### config.mk
export PLATFORM = sky130hd
export DESIGN_NAME = rpc_header_word_parser_unit
export DESIGN_NICKNAME = d
export VERILOG_FILES = /design/src/design/rhwp_pkg.sv /design/src/design/rpc_header_word_parser_unit.sv /design/src/design/rhwp_decode.sv
export SDC_FILE = /design/constraint.sdc
export NUM_CORES = 1
export LEC_CHECK = 0
export BUFFER_PORTS_ARGS = -buffer_cell sky130_fd_sc_hd__buf_2
export CORE_MARGIN = 8
export CORE_UTILIZATION = 45
export DETAILED_ROUTE_END_ITERATION = 8
export GPL_TIMING_DRIVEN = 1
export HOLD_SLACK_MARGIN = 0.05
export PLACE_DENSITY = 0.86
export SLEW_MARGIN = 20
export SYNTH_ARGS = -nofsm -noshare
export SYNTH_HDL_FRONTEND = slang
export SYNTH_SLANG_ARGS = --single-unit
### constraint.sdc
create_clock -name aclk -period 2.25 [get_ports aclk]
set_input_delay 0.675 -clock aclk [delete_from_list [all_inputs] [get_ports aclk]]
set_output_delay 0.675 -clock aclk [all_outputs]
set_load 0.005 [all_outputs]
### src/design/rhwp_pkg.sv
package rhwp_pkg;

    localparam int WORD_W   = 32;
    localparam int FIELD_W  = 5;
    localparam int STATUS_W = 2;
    localparam int MDATA_W  = 40;

    typedef enum logic [4:0] {
        PH_IDLE,
        PH_TYPE,
        PH_RPCVER,
        PH_PROG,
        PH_PROGVER,
        PH_PROC,
        PH_CFLAV,
        PH_CLEN,
        PH_VFLAV,
        PH_VLEN,
        PH_RSTAT,
        PH_RVFLAV,
        PH_RVLEN,
        PH_ACCEPT,
        PH_REJECT,
        PH_LOW,
        PH_HIGH,
        PH_AUTHERR
    } phase_t;

    localparam logic [FIELD_W-1:0] FC_XID      = 5'd0;
    localparam logic [FIELD_W-1:0] FC_TYPE     = 5'd1;
    localparam logic [FIELD_W-1:0] FC_RPCVER   = 5'd2;
    localparam logic [FIELD_W-1:0] FC_PROG     = 5'd3;
    localparam logic [FIELD_W-1:0] FC_PROGVER  = 5'd4;
    localparam logic [FIELD_W-1:0] FC_PROC     = 5'd5;
    localparam logic [FIELD_W-1:0] FC_CFLAV    = 5'd6;
    localparam logic [FIELD_W-1:0] FC_CLEN     = 5'd7;
    localparam logic [FIELD_W-1:0] FC_VFLAV    = 5'd8;
    localparam logic [FIELD_W-1:0] FC_VLEN     = 5'd9;
    localparam logic [FIELD_W-1:0] FC_RSTAT    = 5'd10;
    localparam logic [FIELD_W-1:0] FC_ACCEPT   = 5'd11;
    localparam logic [FIELD_W-1:0] FC_REJECT   = 5'd12;
    localparam logic [FIELD_W-1:0] FC_LOW      = 5'd13;
    localparam logic [FIELD_W-1:0] FC_HIGH     = 5'd14;
    localparam logic [FIELD_W-1:0] FC_AUTHERR  = 5'd15;
    localparam logic [FIELD_W-1:0] FC_IGNORED  = 5'd16;

    localparam logic [STATUS_W-1:0] ST_BUSY    = 2'd0;
    localparam logic [STATUS_W-1:0] ST_DONE    = 2'd1;
    localparam logic [STATUS_W-1:0] ST_BAD     = 2'd2;
    localparam logic [STATUS_W-1:0] ST_IGNORED = 2'd3;

    localparam logic [WORD_W-1:0] MSG_CALL       = 32'd0;
    localparam logic [WORD_W-1:0] MSG_REPLY      = 32'd1;
    localparam logic [WORD_W-1:0] RPC_VERSION    = 32'd2;
    localparam logic [WORD_W-1:0] AUTH_NONE      = 32'd0;
    localparam logic [WORD_W-1:0] RS_ACCEPTED    = 32'd0;
    localparam logic [WORD_W-1:0] RS_DENIED      = 32'd1;
    localparam logic [WORD_W-1:0] AS_PROG_MISM   = 32'd2;
    localparam logic [WORD_W-1:0] AS_SYSTEM_ERR  = 32'd5;
    localparam logic [WORD_W-1:0] RJ_RPC_MISM    = 32'd0;
    localparam logic [WORD_W-1:0] RJ_AUTH_ERROR  = 32'd1;

    typedef struct packed {
        phase_t                next_phase;
        logic [FIELD_W-1:0]    field_code;
        logic [STATUS_W-1:0]   status;
    } decode_t;

endpackage

### src/design/rpc_header_word_parser_unit.sv
// Parses an ONC RPC message header one 32-bit XDR word per item. An item with
// s_tuser set is the xid of a new header; each later word comes out tagged
// with the header field it holds and a status of in progress, complete,
// invalid or ignored. Calls must carry RPC version 2 and AUTH_NONE credential
// and verifier of zero length. The block takes one item per cycle while the
// output is not stalled, and each decoded item shows up in the cycle after it
// is accepted, held in the single result register until it is taken.
module rpc_header_word_parser_unit (
    input  logic                          aclk,
    input  logic                          aresetn,
    input  logic                          s_tvalid,
    output logic                          s_tready,
    // word[31:0]
    input  logic [rhwp_pkg::WORD_W-1:0]   s_tdata,
    // start_req[0]
    input  logic                          s_tuser,
    output logic                          m_tvalid,
    input  logic                          m_tready,
    // field_code[4:0], value[36:5], status[38:37], zero[39]
    output logic [rhwp_pkg::MDATA_W-1:0]  m_tdata
);
    import rhwp_pkg::*;

    localparam int PAD_W = MDATA_W - FIELD_W - WORD_W - STATUS_W;

    phase_t                phase_reg;
    phase_t                phase_next;
    logic                  out_valid_reg;
    logic                  out_valid_next;
    logic [MDATA_W-1:0]    out_data_reg;
    logic [MDATA_W-1:0]    out_data_next;
    logic                  in_fire;
    decode_t               dec;

    rhwp_decode u_decode (
        .phase     (phase_reg),
        .word      (s_tdata),
        .start_req (s_tuser),
        .dec       (dec)
    );

    assign s_tready = !out_valid_reg || m_tready;
    assign in_fire  = s_tvalid && s_tready;

    always_comb begin
        phase_next     = phase_reg;
        out_valid_next = out_valid_reg && !m_tready;
        out_data_next  = out_data_reg;
        if (in_fire) begin
            phase_next     = dec.next_phase;
            out_valid_next = 1'b1;
            out_data_next  = {{PAD_W{1'b0}}, dec.status, s_tdata, dec.field_code};
        end
    end

    always_ff @(posedge aclk) begin
        if (!aresetn) begin
            phase_reg     <= PH_IDLE;
            out_valid_reg <= 1'b0;
        end else begin
            phase_reg     <= phase_next;
            out_valid_reg <= out_valid_next;
        end
        out_data_reg <= out_data_next;
    end

    assign m_tvalid = out_valid_reg;
    assign m_tdata  = out_data_reg;

endmodule

### src/design/rhwp_decode.sv
module rhwp_decode (
    input  rhwp_pkg::phase_t              phase,
    input  logic [rhwp_pkg::WORD_W-1:0]   word,
    input  logic                          start_req,
    output rhwp_pkg::decode_t             dec
);
    import rhwp_pkg::*;

    logic is_zero;

    assign is_zero = (word == '0);

    always_comb begin
        dec.next_phase = PH_IDLE;
        dec.field_code = FC_IGNORED;
        dec.status     = ST_BUSY;
        if (start_req) begin
            dec.field_code = FC_XID;
            dec.next_phase = PH_TYPE;
        end else begin
            case (phase)
                PH_TYPE: begin
                    dec.field_code = FC_TYPE;
                    if (word == MSG_CALL) dec.next_phase = PH_RPCVER;
                    else if (word == MSG_REPLY) dec.next_phase = PH_RSTAT;
                    else dec.status = ST_BAD;
                end
                PH_RPCVER: begin
                    dec.field_code = FC_RPCVER;
                    if (word == RPC_VERSION) dec.next_phase = PH_PROG;
                    else dec.status = ST_BAD;
                end
                PH_PROG: begin
                    dec.field_code = FC_PROG;
                    dec.next_phase = PH_PROGVER;
                end
                PH_PROGVER: begin
                    dec.field_code = FC_PROGVER;
                    dec.next_phase = PH_PROC;
                end
                PH_PROC: begin
                    dec.field_code = FC_PROC;
                    dec.next_phase = PH_CFLAV;
                end
                PH_CFLAV: begin
                    dec.field_code = FC_CFLAV;
                    if (word == AUTH_NONE) dec.next_phase = PH_CLEN;
                    else dec.status = ST_BAD;
                end
                PH_CLEN: begin
                    dec.field_code = FC_CLEN;
                    if (is_zero) dec.next_phase = PH_VFLAV;
                    else dec.status = ST_BAD;
                end
                PH_VFLAV: begin
                    dec.field_code = FC_VFLAV;
                    if (word == AUTH_NONE) dec.next_phase = PH_VLEN;
                    else dec.status = ST_BAD;
                end
                PH_VLEN: begin
                    dec.field_code = FC_VLEN;
                    dec.status     = is_zero ? ST_DONE : ST_BAD;
                end
                PH_RSTAT: begin
                    dec.field_code = FC_RSTAT;
                    if (word == RS_ACCEPTED) dec.next_phase = PH_RVFLAV;
                    else if (word == RS_DENIED) dec.next_phase = PH_REJECT;
                    else dec.status = ST_BAD;
                end
                PH_RVFLAV: begin
                    dec.field_code = FC_VFLAV;
                    if (word == AUTH_NONE) dec.next_phase = PH_RVLEN;
                    else dec.status = ST_BAD;
                end
                PH_RVLEN: begin
                    dec.field_code = FC_VLEN;
                    if (is_zero) dec.next_phase = PH_ACCEPT;
                    else dec.status = ST_BAD;
                end
                PH_ACCEPT: begin
                    dec.field_code = FC_ACCEPT;
                    if (word == AS_PROG_MISM) dec.next_phase = PH_LOW;
                    else if (word <= AS_SYSTEM_ERR) dec.status = ST_DONE;
                    else dec.status = ST_BAD;
                end
                PH_REJECT: begin
                    dec.field_code = FC_REJECT;
                    if (word == RJ_RPC_MISM) dec.next_phase = PH_LOW;
                    else if (word == RJ_AUTH_ERROR) dec.next_phase = PH_AUTHERR;
                    else dec.status = ST_BAD;
                end
                PH_LOW: begin
                    dec.field_code = FC_LOW;
                    dec.next_phase = PH_HIGH;
                end
                PH_HIGH: begin
                    dec.field_code = FC_HIGH;
                    dec.status     = ST_DONE;
                end
                PH_AUTHERR: begin
                    dec.field_code = FC_AUTHERR;
                    dec.status     = ST_DONE;
                end
                default: begin
                    dec.field_code = FC_IGNORED;
                    dec.status     = ST_IGNORED;
                end
            endcase
        end
    end

endmodule

==> out/qor.yml <==
crit_path_cell_trace: "buf_2 > or4_4 > or3_4 > nor3_4 > a31oi_1 > o31ai_2"
cts_resized: 0
grt_pass1_vias: 1862
grt_pass1_wl_mm: 9.052
portBuffers: 77
clock_path_buffers: 2
cts_tree: "built"
start_util_pct: 46.95
worstPathRequired_ns: 2.47
tightest_slew_ns: 0.6392
hold-path-cell-count: 2
avgSynthCellArea_um2: 11.64
root_buffer: "clkbuf_8"
core.rowCount: 25
powerDensity_mw_per_mm2: 621.9
detail_route.iter0.violations: 223
yosys_warnings: 0
synth_cells: 193
period_minus_slack_ns: 2.109
max_freq_mhz: 474.1
crit_type: "in2reg"
syn_nets: 230
syn_area_mm2: 0.002247
fin_skew_ns: 0.006105
peakVddDrop_mv: 0.2590
rr_worst_depth: 5
ys_types: 58
vias: 1929
critPathMaxStageDelay_ns: 0.53
worstPathArrival_ns: 2.33
dr.pass1.iters: 5
h-tree-depth: 2
drc: 0
largest_reg_flops: 39
track_usage_pct: 15.12
antenna_found_initial: 0
via_per_inst: 5.724
cp_max_fo: 6
areaGrowthSynthToFinish_pct: 23.66
final_cells: 337
synth_xor_area_share_pct: 0.3898
fin_crit_sh_pct: 93.75
reg2reg_slack_ns: 0.30
finalSetupViolCount: 0
synth-seq-cells: 45
hold_viol: 0
die_x_um: 86.67
muxShareOfSynthArea_pct: 0.8909
grt_overflow: 0
cp-end-kind: "flop"
leakagePower_nw: 1.104
dp_cells: 329
yosys.area_share.simple_pct: 19.10
antenna_cells: 0
min-delay-start: "m_tvalid"
r2r_end: "m_tdata[38]"
cts_buffers: 5
gp_congestion: 0.9572
wl_mm: 5.754
synthArstFlopShare_pct: 0
crit_slowest_cell: "or4_4"
coreArea_mm2: 0.004786
clkTransAtPathRegs_ns: 0.08
final.setup.tns_ns: 0
hpwl_mm: 4.345
timing.rr.start: "phase_reg[1]"
fillers: 385
yosysSeqAreaShare_pct: 57.46
ant_nets: 0
synth_flop_cell: "edfxtp_1"
synth-compound-area-share_pct: 15.20
ctsHoldBuffers: 0
hp-class: "reg2reg"
synth_top_family_by_area: "simple AND/OR/NAND/NOR gates"
clk-insertion-delay-late_ns: 0.30
critPathTopFamily: "simple AND/OR/NAND/NOR gates"
fin_worst_hold_slack_ns: 0.5393
clock-sinks: 45
crit_buf_inv: 1
drt-wirelength-per-cell_um: 17.07
drv_cap: 0
grt_max_degree: 40
status: "complete, no violations"
slew_headroom_pct: 57.33
die_y_um: 86.67
holdPathEnd: "m_tvalid"
drive_above_1_share_pct: 37.04
slew_violations: 0
rsz0062_at_grt: "false"
nets: 306
synth-adder-area-share_pct: 0.4454
synth_enable_flop_cells: 39
die-area_mm2: 0.007511
start_kind: "input port"
io_pins: 79
post_cts_buffers: 0
==> per-layer routing <==
layer	GRT usage, %	wire length, µm	vias up	part of all wire [%]
li1	-	-	886	-
met3	4.442	566	16	9.8
met4	5.947	112	0	1.9
met2	26.67	2933	112	51
met1	16.58	2141	915	37
met5	0	0	-	0
==> cells by family (layout without fill, tap and decap cells) <==
family | count (synthesis) | after routing
simple gates | 73 | 73
compound gates | 47 | 47
flops | 45 | 45
buf+inv | 23 | 100
mux | 2 | 2
fa+ha+maj | 1 | 1
other cells | 1 | 1
xor+xnor | 1 | 1
==> report_power, final <==
group | internal (mW) | switching [mW]
clock | 0.327 | 0.263
sequential | 0.956 | 0.0157
combinational | 0.0752 | 0.0918
total | 1.36 | 0.370
==> layout by cell type (no fill, tap or decap), types with 4 or more instances in the layout <==
cell type and instances:
edfxtp_1 39, nand3_1 4, buf_4 6, dfxtp_1 6, nor2b_1 5, buf_2 77, nor4_1 5, clkbuf_8 5
inv_1 7, nor2_1 18, nand2_1 14, a21oi_1 9
==> cell type report <==
| cell class | instances | area, µm² | area share, % |
|---|---|---|---|
| clock inverters | 3 | 41.29 | 1.486 |
| well taps | 67 | 83.83 | 3.017 |
| clock buffers | 5 | 68.82 | 2.476 |
| inverters | 8 | 30.03 | 1.081 |
| flip-flops and latches | 45 | 1291 | 46.47 |
| repair buffers | 84 | 450.4 | 16.21 |
| multi-input cells | 125 | 813.3 | 29.27 |
==> tightest hold or removal path, cell delays in order, from the launching register on <==
cell	delay (ns)
dfxtp_1	0.34
nand2b_4	0.08
a21boi_0	0.08
==> through the flow <==
stage | power [mW] | utilization, % | area, µm² | setup WS, ns
floorplan | 1.061 | - | 2247 | 0.05225
global placement | 1.151 | 55.76 | 2669 | -0.1419
detailed placement | 1.159 | 55.76 | 2669 | -0.1706
CTS | 1.737 | 58.07 | 2779 | 0.1383
global route | 1.781 | 58.07 | 2779 | 0.03223
finish | 1.728 | 58.07 | 2779 | 0.1406
==> synth_stat cells (4+ instances only) <==
cell	count	area [µm²]
dfxtp_1	6	120.1
nor4_1	5	31.28
nand2_1	14	52.55
nor2b_1	5	31.28
a21oi_1	9	45.04
edfxtp_1	39	1171
inv_1	7	26.28
nor2_1	18	67.56
buf_6	6	67.56
clkbuf_1	6	22.52
nand3_1	4	20.02
==> worst max-delay path by stage <==
stage	start	to	depth (start not counted)
finish	s_tdata[3]	phase_reg[4]	6
global route	s_tdata[3]	phase_reg[4]	6
CTS	s_tdata[3]	phase_reg[4]	6
detailed placement	s_tdata[3]	phase_reg[4]	6
global placement	s_tdata[3]	phase_reg[4]	6
floorplan	s_tdata[3]	phase_reg[4]	5
Power figures use the tool's default switching activity.
